File: src/design/ngh_pkg.sv
package ngh_pkg;

  // Datapath widths
  localparam int SAMPLE_BITS    = 24;
  localparam int GAIN_FRAC_BITS = 16;
  localparam int GAIN_W         = GAIN_FRAC_BITS + 1;
  localparam int COEFF_BITS     = 16;
  localparam int THRESH_W       = 23;
  localparam int HOLD_W         = 16;

  // Configuration port
  localparam int CFG_IDX_W  = 4;
  localparam int CFG_DATA_W = 32;

  // Shared multiplier: the wider of sample magnitude and coefficient times gain
  localparam int MUL_A_W = (SAMPLE_BITS > COEFF_BITS) ? SAMPLE_BITS : COEFF_BITS;
  localparam int MUL_W   = MUL_A_W + GAIN_W;

  // Smoother sum width
  localparam int BLEND_W = COEFF_BITS + GAIN_W + 1;

  // Magnitude compare width
  localparam int CMP_W = (SAMPLE_BITS - 1 > THRESH_W) ? SAMPLE_BITS - 1 : THRESH_W;

  // Unity gain and coefficient constants
  localparam logic [GAIN_W-1:0]     GAIN_ONE  = GAIN_W'(1) << GAIN_FRAC_BITS;
  localparam logic [COEFF_BITS:0]   COEFF_ONE = (COEFF_BITS + 1)'(1) << COEFF_BITS;
  localparam logic [BLEND_W-1:0]    BLEND_HALF = BLEND_W'(1) << (COEFF_BITS - 1);

  // Register indexes
  localparam logic [CFG_IDX_W-1:0] REG_GATE_THRESHOLD = CFG_IDX_W'(0);
  localparam logic [CFG_IDX_W-1:0] REG_ATTACK_COEFF   = CFG_IDX_W'(1);
  localparam logic [CFG_IDX_W-1:0] REG_RELEASE_COEFF  = CFG_IDX_W'(2);
  localparam logic [CFG_IDX_W-1:0] REG_HOLD_LENGTH    = CFG_IDX_W'(3);

  // Register reset values
  localparam logic [THRESH_W-1:0]   RST_GATE_THRESHOLD = THRESH_W'(1006633);
  localparam logic [COEFF_BITS-1:0] RST_ATTACK_COEFF   = COEFF_BITS'(65237);
  localparam logic [COEFF_BITS-1:0] RST_RELEASE_COEFF  = COEFF_BITS'(65506);
  localparam logic [HOLD_W-1:0]     RST_HOLD_LENGTH    = HOLD_W'(2400);

  // Sequencer states
  typedef enum logic [1:0] {
    ST_IDLE,
    ST_GAIN,
    ST_OUT
  } state_t;

endpackage

File: src/design/audio_noise_gate_hold.sv
// Channel  Direction  Handshake            Payload
// in_      input      in_valid / in_stall  in_sample_in
// out_     output     out_valid / out_stall out_sample_out, out_gate_gain
// cfg_     input      cfg_valid / cfg_ready cfg_index, cfg_data
//
// Each request passes through capture, gain update and output product in turn. One
// multiplier serves both the smoother and the output scaling, so the two
// products run one after the other. Synchronous active-low reset clears gain,
// hold count, registers to defaults and the control state. A request is taken
// while a finished result still waits on out_stall; the output step then holds
// until the result register frees up. Configuration writes are always ready.
module audio_noise_gate_hold (
  input  logic                                   clk,
  input  logic                                   rst_n,
  input  logic                                   in_valid,
  output logic                                   in_stall,
  input  logic signed [ngh_pkg::SAMPLE_BITS-1:0] in_sample_in,
  output logic                                   out_valid,
  input  logic                                   out_stall,
  output logic signed [ngh_pkg::SAMPLE_BITS-1:0] out_sample_out,
  output logic        [ngh_pkg::GAIN_W-1:0]      out_gate_gain,
  input  logic                                   cfg_valid,
  output logic                                   cfg_ready,
  input  logic        [ngh_pkg::CFG_IDX_W-1:0]   cfg_index,
  input  logic        [ngh_pkg::CFG_DATA_W-1:0]  cfg_data
);
  import ngh_pkg::*;

  state_t state_r, state_nxt;

  logic [THRESH_W-1:0]   gate_threshold_r;
  logic [COEFF_BITS-1:0] attack_coeff_r;
  logic [COEFF_BITS-1:0] release_coeff_r;
  logic [HOLD_W-1:0]     hold_length_r;

  logic [GAIN_W-1:0]      gain_r, gain_nxt;
  logic [HOLD_W-1:0]      hold_r, hold_nxt;
  logic [SAMPLE_BITS-1:0] true_mag_r;
  logic                   neg_r;

  logic                          out_valid_r;
  logic signed [SAMPLE_BITS-1:0] out_sample_r;
  logic [GAIN_W-1:0]             out_gain_r;

  logic                   in_accept;
  logic                   out_free;
  logic                   out_load;
  logic                   gain_step;
  logic [SAMPLE_BITS-1:0] in_raw;
  logic [SAMPLE_BITS-1:0] in_mag;

  logic [SAMPLE_BITS-2:0] sat_mag;
  logic                   gate_open;
  logic                   do_attack;
  logic [COEFF_BITS-1:0]  coeff_sel;
  logic [COEFF_BITS:0]    coeff_comp;
  logic [MUL_A_W-1:0]     mul_a;
  logic [MUL_W-1:0]       mul_p;
  logic [BLEND_W-1:0]     blend_sum;
  logic [GAIN_W-1:0]      blend_gain;
  logic [SAMPLE_BITS-1:0] prod;
  logic [SAMPLE_BITS-1:0] res;

  // Configuration writes
  assign cfg_ready = 1'b1;

  always_ff @(posedge clk) begin
    if (!rst_n) begin
      gate_threshold_r <= RST_GATE_THRESHOLD;
      attack_coeff_r   <= RST_ATTACK_COEFF;
      release_coeff_r  <= RST_RELEASE_COEFF;
      hold_length_r    <= RST_HOLD_LENGTH;
    end else if (cfg_valid && cfg_ready) begin
      case (cfg_index)
        REG_GATE_THRESHOLD: gate_threshold_r <= cfg_data[THRESH_W-1:0];
        REG_ATTACK_COEFF:   attack_coeff_r   <= cfg_data[COEFF_BITS-1:0];
        REG_RELEASE_COEFF:  release_coeff_r  <= cfg_data[COEFF_BITS-1:0];
        REG_HOLD_LENGTH:    hold_length_r    <= cfg_data[HOLD_W-1:0];
        default: ;
      endcase
    end
  end

  // Sample magnitude at capture; the most negative code yields the sign bit alone
  assign in_raw = SAMPLE_BITS'(in_sample_in);
  assign in_mag = in_raw[SAMPLE_BITS-1] ? (~in_raw + SAMPLE_BITS'(1)) : in_raw;

  // Gate decision from the saturated magnitude
  assign sat_mag   = true_mag_r[SAMPLE_BITS-1] ? {(SAMPLE_BITS-1){1'b1}}
                                               : true_mag_r[SAMPLE_BITS-2:0];
  assign gate_open = CMP_W'(sat_mag) >= CMP_W'(gate_threshold_r);
  assign do_attack = gate_open && (gain_r < GAIN_ONE);
  assign coeff_sel = do_attack ? attack_coeff_r : release_coeff_r;

  // Shared multiplier: coefficient times gain, then magnitude times new gain
  assign mul_a = (state_r == ST_GAIN) ? MUL_A_W'(coeff_sel) : MUL_A_W'(true_mag_r);
  assign mul_p = MUL_W'(mul_a) * MUL_W'(gain_r);

  // Smoother: blend toward unity or zero, round half up
  assign coeff_comp = COEFF_ONE - {1'b0, coeff_sel};
  assign blend_sum  = BLEND_W'(mul_p[COEFF_BITS+GAIN_W-1:0])
                    + (gate_open ? (BLEND_W'(coeff_comp) << GAIN_FRAC_BITS) : '0)
                    + BLEND_HALF;
  assign blend_gain = blend_sum[COEFF_BITS +: GAIN_W];

  // Scaled output, truncated toward zero on the magnitude
  assign prod = mul_p[GAIN_FRAC_BITS +: SAMPLE_BITS];
  assign res  = neg_r ? (~prod + SAMPLE_BITS'(1)) : prod;

  // Sequencer
  always_comb begin
    state_nxt = state_r;
    in_stall  = 1'b1;
    gain_step = 1'b0;
    out_load  = 1'b0;
    case (state_r)
      ST_IDLE: begin
        in_stall = 1'b0;
        if (in_valid) state_nxt = ST_GAIN;
      end
      ST_GAIN: begin
        gain_step = 1'b1;
        state_nxt = ST_OUT;
      end
      ST_OUT: begin
        if (out_free) begin
          out_load  = 1'b1;
          state_nxt = ST_IDLE;
        end
      end
      default: state_nxt = ST_IDLE;
    endcase
  end

  assign in_accept = in_valid && !in_stall;
  assign out_free  = !out_valid_r || !out_stall;

  // Gain and hold update
  always_comb begin
    gain_nxt = gain_r;
    hold_nxt = hold_r;
    if (gain_step) begin
      if (do_attack) begin
        gain_nxt = blend_gain;
        hold_nxt = '0;
      end else if (hold_r < hold_length_r) begin
        hold_nxt = hold_r + HOLD_W'(1);
      end else begin
        gain_nxt = blend_gain;
      end
    end
  end

  always_ff @(posedge clk) begin
    if (!rst_n) begin
      state_r     <= ST_IDLE;
      gain_r      <= '0;
      hold_r      <= '0;
      out_valid_r <= 1'b0;
    end else begin
      state_r <= state_nxt;
      gain_r  <= gain_nxt;
      hold_r  <= hold_nxt;
      if (out_load) begin
        out_valid_r <= 1'b1;
      end else if (!out_stall) begin
        out_valid_r <= 1'b0;
      end
    end
  end

  // Hold the captured sample and the result payload
  always_ff @(posedge clk) begin
    if (in_accept) begin
      true_mag_r <= in_mag;
      neg_r      <= in_raw[SAMPLE_BITS-1];
    end
    if (out_load) begin
      out_sample_r <= $signed(res);
      out_gain_r   <= gain_r;
    end
  end

  assign out_valid      = out_valid_r;
  assign out_sample_out = out_sample_r;
  assign out_gate_gain  = out_gain_r;

endmodule
File: config.mk
export PLATFORM = sky130hd
export DESIGN_NAME = audio_noise_gate_hold
export DESIGN_NICKNAME = d
export VERILOG_FILES = /design/src/design/ngh_pkg.sv /design/src/design/audio_noise_gate_hold.sv
export SDC_FILE = /design/constraint.sdc
export NUM_CORES = 1
export LEC_CHECK = 0
export BUFFER_PORTS_ARGS = -buffer_cell sky130_fd_sc_hd__buf_2
export CAP_MARGIN = 20
export CORE_UTILIZATION = 30
export DETAILED_ROUTE_END_ITERATION = 6
export PLACE_DENSITY = 0.45
export SLEW_MARGIN = 30
export SYNTH_ARGS = -nofsm -noshare
export SYNTH_HDL_FRONTEND = slang
export SYNTH_SLANG_ARGS = --single-unit
File: constraint.sdc
create_clock -name clk -period 10.9 [get_ports clk]
set_input_delay 1.635 -clock clk [delete_from_list [all_inputs] [get_ports clk]]
set_output_delay 1.635 -clock clk [all_outputs]
set_load 0.03 [all_outputs]
# After elaboration in Yosys (flattened, before gate mapping)
# Index checks and enable logic that the tools add are counted.
# W data, S select, Z words.
totals:
  register_bits: 173
  elab_cells: 68
  in_bits: 65
  out_inout_bits: 44
op_classes:
  n_mul: 1
  n_reduce_logical: 15
  addsub: 6
  magnitude_cmp: 3
  n_bitwise: 2
  n_mux: 19
  n_eq_ne: 9
ops:
  columns: ["cell", "n"]
  rows:
  - ["$add A24 B1 Y24 const B", 2]
  - ["$mux W16", 3]
  - ["$mux W24", 2]
  - ["$not A24 Y24", 2]
  - ["$mux W23", 2]
  - ["$mul A24 B17 Y40", 1]
  - ["$mux W17", 2]
  - ["$add A33 B16 Y33 const B", 1]
  - ["$add A33 B33 Y33", 1]
  - ["$mux W33", 1]
  - ["$ge A23 B23 Y1", 1]
  - ["$lt A17 B17 Y1 const B", 1]
  - ["$sub A17 B16 Y17 const A", 1]
  - ["$add A16 B1 Y16 const B", 1]
  - ["$lt A16 B16 Y1", 1]
  - ["$reduce_and A2 Y1", 7]
  - ["$eq A4 B2 Y1 const B", 2]
  - ["$mux W1", 6]
  - ["$ne A2 B2 Y1 const B", 3]
  - ["$pmux W2 S3", 1]
  - ["$eq A4 B1 Y1 const B", 1]
  - ["$logic_not A4 Y1", 1]
  - ["$mux W2", 2]
  - ["$eq A2 B1 Y1 const B", 1]
  - ["7 further kinds", 9]

# Depth between registers and ports, before layout
logic_depth:
  depth_word: 10
  depth_mapped: 47

# Least setup slack after synthesis
# No wires, ideal clock.
synth_timing:
  path_type: "register -> register"
  start: "register true_mag_r[23]"
  end: "register gain_r[13]"
  arrival_time_ps: 10418
  setup_time_ps: 65
  slack_ps: 417
  t_required_ps: 10835
  stages_incl_launch_ff: 45
  period_less_slack_ps: 10483
  cell_sequence: "edfxtp_1 clkbuf_1 or2_2 ha_1 a21o_1 a21o_1 a21o_1 a211o_1 a41o_1 a31oi_2 nor2_1 clkbuf_1 mux2i_1 o21ai_1 clkbuf_1 nand2_1 fa_1 fa_1 (+9 left out) and2_1 o21ai_1 a21bo_2 xnor2_4 inv_2 ha_1 nor2b_1 o21ai_0 a21boi_0 o21ai_0 a21boi_0 o21a_1 o21ai_0 a21oi_1 o41ai_1 xnor2_1 mux2i_1 nor2b_1"
synth_via:
  elab_chain_cells: 10
  word_cells_on_any_way: 14
  cone_classes: "add/sub (3); mul (1); order compare (1); eq/ne (1); mux (6); reduce/logical (2)"
synth_rtl:
  columns: ["element", "line_no", "rtl"]
  rows:
  - ["from (decl)", "audio_noise_gate_hold.sv:38", "logic [SAMPLE_BITS-1:0] true_mag_r;"]
  - ["from (signal assigned)", "audio_noise_gate_hold.sv:175", "true_mag_r <= in_mag;"]
  - ["$mux W23", "audio_noise_gate_hold.sv:89", "assign sat_mag = true_mag_r[SAMPLE_BITS-1] ? {(SAMPLE_BITS-1){1'b1}}"]
  - ["$ge A23 B23 Y1", "audio_noise_gate_hold.sv:91", "assign gate_open = CMP_W'(sat_mag) >= CMP_W'(gate_threshold_r);"]
  - ["$logic_and A1 B1 Y1", "audio_noise_gate_hold.sv:92", "assign do_attack = gate_open && (gain_r < GAIN_ONE);"]
  - ["$mux W16", "audio_noise_gate_hold.sv:93", "assign coeff_sel = do_attack ? attack_coeff_r : release_coeff_r;"]
  - ["$mux W24 / $sub A17 B16 Y17 (equally long branches)", "audio_noise_gate_hold.sv:96, audio_noise_gate_hold.sv:100", null]
  - ["$mul A24 B17 Y40 / $mux W33 (equally long branches)", "audio_noise_gate_hold.sv:97, audio_noise_gate_hold.sv:102", null]
  - ["$add A33 B33 Y33", "audio_noise_gate_hold.sv:102", "+ (gate_open ? (BLEND_W'(coeff_comp) << GAIN_FRAC_BITS) : '0)"]
  - ["$add A33 B16 Y33", "audio_noise_gate_hold.sv:103", "+ BLEND_HALF;"]
  - ["$mux W17", "audio_noise_gate_hold.sv:146", "end else if (hold_r < hold_length_r) begin"]
  - ["$mux W17", "audio_noise_gate_hold.sv:143", "if (do_attack) begin"]
  - ["to (signal assigned)", "audio_noise_gate_hold.sv:162", "gain_r <= gain_nxt;"]
  - ["to (decl)", "audio_noise_gate_hold.sv:36", "logic [GAIN_W-1:0] gain_r, gain_nxt;"]
# Several ways; a longest one is shown, not always the timed one. The select of a mux whose other input is x is not followed.
# A chain may end at the register's enable or synchronous reset.

# Worst setup path in the final report
layout_timing:
  start: "register true_mag_r[23]"
  end: "register out_sample_r[22] (netlist: out_sample_out[22]), data pin"
layout_via:
  elab_chain_cells: 9
layout_rtl:
  columns: ["element", "line_no", "rtl"]
  rows:
  - ["$mux W23", "audio_noise_gate_hold.sv:89", null]
  - ["$ge A23 B23 Y1", "audio_noise_gate_hold.sv:91", null]
  - ["$logic_and A1 B1 Y1", "audio_noise_gate_hold.sv:92", null]
  - ["$mux W16", "audio_noise_gate_hold.sv:93", null]
  - ["$mux W24 *", "audio_noise_gate_hold.sv:96", "assign mul_a = (state_r == ST_GAIN) ? MUL_A_W'(coeff_sel) : MUL_A_W'(true_mag_r);"]
  - ["$mul A24 B17 Y40 *", "audio_noise_gate_hold.sv:97", "assign mul_p = MUL_W'(mul_a) * MUL_W'(gain_r);"]
  - ["$not A24 Y24", "audio_noise_gate_hold.sv:108", "assign res = neg_r ? (~prod + SAMPLE_BITS'(1)) : prod;"]
  - ["$add A24 B1 Y24", "audio_noise_gate_hold.sv:108", null]
  - ["$mux W24 *", "audio_noise_gate_hold.sv:108", null]
  - ["named net res[22]", "audio_noise_gate_hold.sv:62", "logic [SAMPLE_BITS-1:0] res;"]
  - ["to (signal assigned)", "audio_noise_gate_hold.sv:179", "out_sample_r <= $signed(res);"]
  - ["to (decl)", "audio_noise_gate_hold.sv:42", "logic signed [SAMPLE_BITS-1:0] out_sample_r;"]
# The timed path passes the listed nets; every way through them passes the cells marked *.

==> flow_results.xml <==
<?xml version="1.0" encoding="UTF-8"?>
<metrics>
  <group name="cts">
    <metric name="longest_clk_path_bufs" unit="">2</metric>
    <metric name="clock-root-buffer" unit="">sky130_fd_sc_hd__clkbuf_16</metric>
    <metric name="numClockSinks" unit="">173</metric>
    <metric name="cts_inserted_buffers" unit="">17</metric>
    <metric name="cts.reportedPaths.clkPinSlew" unit="ps">80</metric>
    <metric name="clock_tree_from_tritoncts" unit="">done</metric>
    <metric name="htree_num_levels" unit="">4</metric>
    <metric name="worstSkewPairLatency" unit="ps">470</metric>
  </group>
  <group name="die">
    <metric name="core_area" unit="um^2">74300</metric>
    <metric name="floorplan.die_area" unit="um^2">76200</metric>
    <metric name="fp-row-count" unit="">100</metric>
    <metric name="num_io_pins" unit="">109</metric>
    <metric name="floorplan.initialDensity" unit="%">30.3</metric>
    <metric name="die_w" unit="um">276</metric>
    <metric name="die-height" unit="um">276</metric>
  </group>
  <group name="timing">
    <metric name="worst_slew_margin_rel" unit="%">38.1</metric>
    <metric name="achievable-frequency" unit="GHz">0.0955</metric>
    <metric name="max_slew.worst_pin.slew" unit="ps">928</metric>
    <metric name="clock_skew" unit="ps">18.2</metric>
    <metric name="timing.final.setup_violations" unit="">0</metric>
    <metric name="fin_crit" unit="ps">10470</metric>
    <metric name="min_period_over_period" unit="%">96.1</metric>
    <metric name="finalHoldViolCount" unit="">0</metric>
    <metric name="timing_max_transition_violations_final" unit="">0</metric>
    <metric name="rsz0062_at_grt" unit="">yes</metric>
  </group>
  <group name="yosys">
    <metric name="yosysSeqAreaShare" unit="%">18.3</metric>
    <metric name="synth_flop_cell" unit="">sky130_fd_sc_hd__dfxtp_1</metric>
    <metric name="synth.net_count" unit="">3155</metric>
    <metric name="post_synth_edffs" unit="">66</metric>
    <metric name="syn_area_per_cell" unit="um^2">8.68</metric>
    <metric name="flop_and_latch_count_out_of_synthesis" unit="">173</metric>
    <metric name="asyncSetResetFlopFracSynth" unit="%">0</metric>
    <metric name="synth_warnings" unit="">0</metric>
    <metric name="syn-cell-area" unit="um^2">22500</metric>
    <metric name="postSynthCellCount" unit="">2596</metric>
    <metric name="netlist-cell-type-count" unit="">73</metric>
  </group>
  <group name="placed_design">
    <metric name="port_buffers" unit="">98</metric>
    <metric name="placedInstanceArea" unit="um^2">24700</metric>
    <metric name="hpwlAfterDp" unit="mm">51.9</metric>
    <metric name="place_congestion" unit="">0.833</metric>
    <metric name="dp.cells" unit="">3644</metric>
  </group>
  <group name="grt">
    <metric name="grt_use_met2" unit="%">28.5</metric>
    <metric name="number_of_antenna_violations_at_the_first_check_in_global_routing" unit="">3</metric>
    <metric name="grt_remaining_overflow" unit="">0</metric>
    <metric name="number_of_global_route_vias_before_repair" unit="">18600</metric>
    <metric name="top_usage_layer" unit="">met2</metric>
    <metric name="grt_max_degree" unit="">50</metric>
    <metric name="wire_length_of_the_first_global_routing_pass" unit="mm">105</metric>
    <metric name="global_route.usage.met1" unit="%">24.3</metric>
    <metric name="global_route.usage.met3" unit="%">3.81</metric>
    <metric name="grt_util_all_layers" unit="%">17.6</metric>
  </group>
  <group name="worst_setup_path">
    <metric name="critPathTopFamily" unit="">adder cells</metric>
    <metric name="start_kind" unit="">flip-flop</metric>
    <metric name="worst_ep_required_time" unit="ps">11120</metric>
    <metric name="worst_setup_path_end_kind" unit="">flip-flop</metric>
    <metric name="critical_path.slowest_cell" unit="">sky130_fd_sc_hd__fa_1</metric>
    <metric name="worstSetupPathType" unit="">flip-flop to flip-flop</metric>
    <metric name="crit_fanout" unit="">24</metric>
    <metric name="crit_buf_inv" unit="">8</metric>
    <metric name="cp_data_arrival_time" unit="ps">10690</metric>
    <metric name="cp_slowest_stage_delay" unit="ps">600</metric>
    <metric name="timing.critical_path.mode_cell" unit="">sky130_fd_sc_hd__fa_1</metric>
  </group>
  <group name="final_layout">
    <metric name="fill_cells" unit="">7855</metric>
    <metric name="fin_nets" unit="">3258</metric>
    <metric name="layout.area.seq" unit="um^2">4140</metric>
    <metric name="finish.cell_count_without_fillers" unit="">3681</metric>
    <metric name="final_layout_size_suffix_gt1_share" unit="%">12.1</metric>
    <metric name="multiInputGateArea" unit="um^2">16400</metric>
    <metric name="finalInstanceArea" unit="um^2">25500</metric>
    <metric name="n_antenna_cell" unit="">0</metric>
    <metric name="area.growth.synth_to_final" unit="%">13.1</metric>
  </group>
  <group name="detailed_routing">
    <metric name="firstDrtPassIters" unit="">4</metric>
    <metric name="antenna_violating_nets_post_route" unit="">0</metric>
    <metric name="vias_per_cell" unit="">4.79</metric>
    <metric name="wl_per_cell" unit="um">18.0</metric>
    <metric name="first_iter_violations" unit="">902</metric>
    <metric name="routed_wl" unit="mm">66.1</metric>
    <metric name="vias" unit="">17600</metric>
    <metric name="drc" unit="">0</metric>
  </group>
  <group name="run">
    <metric name="max-cap-violations" unit="">0</metric>
  </group>
  <group name="worst_hold_path">
    <metric name="min-delay-path-class" unit="">flip-flop to flip-flop</metric>
  </group>
  <group name="power">
    <metric name="p_per_area" unit="nW/um^2">320</metric>
    <metric name="vdd.ir_drop.worst" unit="uV">229</metric>
    <metric name="static-leakage-power" unit="nW">12.2</metric>
  </group>
  <group name="run_status">
    <metric name="status" unit="">complete, no violations</metric>
  </group>
</metrics>
-- synthesized netlist by cell type, types with 5 or more instances --
cell	count	area, um^2
sky130_fd_sc_hd__nor4_1	9	56.3
sky130_fd_sc_hd__nor2_1	70	263
sky130_fd_sc_hd__dfxtp_1	107	2140
sky130_fd_sc_hd__nand3_1	40	200
sky130_fd_sc_hd__or2_2	27	169
sky130_fd_sc_hd__a21boi_0	38	285
sky130_fd_sc_hd__xnor2_1	89	780
sky130_fd_sc_hd__and3_1	41	257
sky130_fd_sc_hd__nor3_1	36	180
sky130_fd_sc_hd__a21o_1	23	173
sky130_fd_sc_hd__nor2b_1	23	144
sky130_fd_sc_hd__o211ai_1	15	113
sky130_fd_sc_hd__o41ai_1	7	61.3
sky130_fd_sc_hd__o31ai_1	13	97.6
sky130_fd_sc_hd__and2_1	129	807
sky130_fd_sc_hd__ha_1	167	2090
sky130_fd_sc_hd__or3_1	19	119
sky130_fd_sc_hd__o21ai_0	52	260
sky130_fd_sc_hd__nand2b_1	18	113
sky130_fd_sc_hd__a31oi_1	5	31.3
sky130_fd_sc_hd__mux2i_1	39	390
sky130_fd_sc_hd__xor2_1	19	166
sky130_fd_sc_hd__a211oi_1	12	90.1
sky130_fd_sc_hd__clkbuf_1	108	405
sky130_fd_sc_hd__o21a_1	6	45.0
sky130_fd_sc_hd__nand4_1	10	62.6
sky130_fd_sc_hd__inv_1	465	1750
sky130_fd_sc_hd__o21ai_1	18	90.1
sky130_fd_sc_hd__fa_1	327	6550
sky130_fd_sc_hd__nand2_1	475	1780
sky130_fd_sc_hd__a21oi_1	60	300
sky130_fd_sc_hd__edfxtp_1	66	1980
sky130_fd_sc_hd__or4_1	7	52.6
-- kinds of logic (layout without fill, tap and decap cells) --
family / count (synthesis) / after routing / share of synthesized area, %
DFF: 173 / 173 / 18.3
adders and majority gates: 494 / 494 / 38.3
AOI/OAI and AO/OA: 282 / 282 / 8.25
other: 1 / 1 / 0.0166
xor gates and xnor gates: 109 / 109 / 4.32
muxes: 42 / 42 / 1.88
and+or+nand+nor: 914 / 916 / 19.2
buffers and inverters: 581 / 695 / 9.71
-- flip-flops by register name, summed over array words and instances, names as in the netlist --
| name | cells |
|---|---|
| attack_coeff_r | 16 |
| gain_r | 17 |
| gate_threshold_r | 23 |
| hold_length_r | 16 |
| hold_r | 16 |
| neg_r | 1 |
| out_gate_gain | 17 |
| out_sample_out | 24 |
| out_valid | 1 |
| release_coeff_r | 16 |
| state_r | 2 |
| true_mag_r | 24 |
-- power by group --
part,internal (mW),switching [mW]
Combinational,2.76,3.74
Clock,0.315,0.333
Sequential,0.839,0.161
Total,3.92,4.23
-- worst paths after layout --
path | startpoint | endpoint | slack [ps] | cells past startpoint
worst min-delay path | gate_threshold_r[15] | gate_threshold_r[15] | 470 | 2
worst min register to register | gate_threshold_r[15] | gate_threshold_r[15] | 470 | 2
worst max-delay path | true_mag_r[23] | out_sample_out[22] | 430 | 39
worst max register to register | true_mag_r[23] | out_sample_out[22] | 430 | 39
-- cells in the final DEF, fill, tap and decap left out, types with 34 or more instances in the layout --
cell type	n
sky130_fd_sc_hd__o21ai_0	47
sky130_fd_sc_hd__fa_1	327
sky130_fd_sc_hd__nand2_1	475
sky130_fd_sc_hd__nand3_1	40
sky130_fd_sc_hd__and2_1	127
sky130_fd_sc_hd__and3_1	40
sky130_fd_sc_hd__dfxtp_1	97
sky130_fd_sc_hd__a21oi_1	57
sky130_fd_sc_hd__edfxtp_1	66
sky130_fd_sc_hd__xnor2_1	83
sky130_fd_sc_hd__a21boi_0	35
sky130_fd_sc_hd__ha_1	167
sky130_fd_sc_hd__buf_4	89
sky130_fd_sc_hd__nor3_1	34
sky130_fd_sc_hd__buf_2	98
sky130_fd_sc_hd__nor2_1	66
sky130_fd_sc_hd__mux2i_1	39
sky130_fd_sc_hd__inv_1	464
-- layout make-up --
| class | count | area share [%] |
|---|---|---|
| Clock buffer | 17 | 1.67 |
| Clock inverter | 15 | 0.692 |
| Multi-Input combinational cell | 1844 | 64.6 |
| Tap cell | 969 | 4.76 |
| Inverter | 466 | 6.86 |
| Sequential cell | 173 | 16.2 |
| Timing Repair Buffer | 197 | 5.23 |
-- through the flow --
step	utilization, %	TNS [ps]	worst slack [ps]	power, mW	hold slack [ps]
6_report	34.3	0	427	8.15	472
3_5_place_dp	33.2	-63.1	-36.4	7.33	461
5_1_grt	34.3	-80.1	-35.9	9.03	492
3_3_place_gp	33.1	0	14.5	7.29	454
2_1_floorplan	-	0	417	4.98	406
4_1_cts	34.0	0	56.9	8.02	473
-- what timing repair did --
item                       CTS  global route
buffers inserted             0             3
setup endpoints to repair    6            20
pin swaps                    1             5
gates resized for setup      1            43
hold buffers                 0             0
cloned                       1             1
-- worst reg2reg max path, delay by kind of cell (launching register included) --
kind	cells	cell delay, ps
buffers and inverters	8	1160
xor gates and xnor gates	2	250
adders and majority gates	8	3890
and+or+nand+nor	10	2290
DFF	1	420
AOI/OAI and AO/OA	10	2020
muxes	1	180
-- per-layer routing --
layer / up-vias / share of wire [%] / wire, um
met4: 4 / 1.5 / 971
li1: 8341 / - / -
met1: 8843 / 48 / 31400
met3: 69 / 5.5 / 3640
met2: 384 / 45 / 30100
met5: - / 0.029 / 19
No activity file was read; power rests on OpenSTA's default activity.
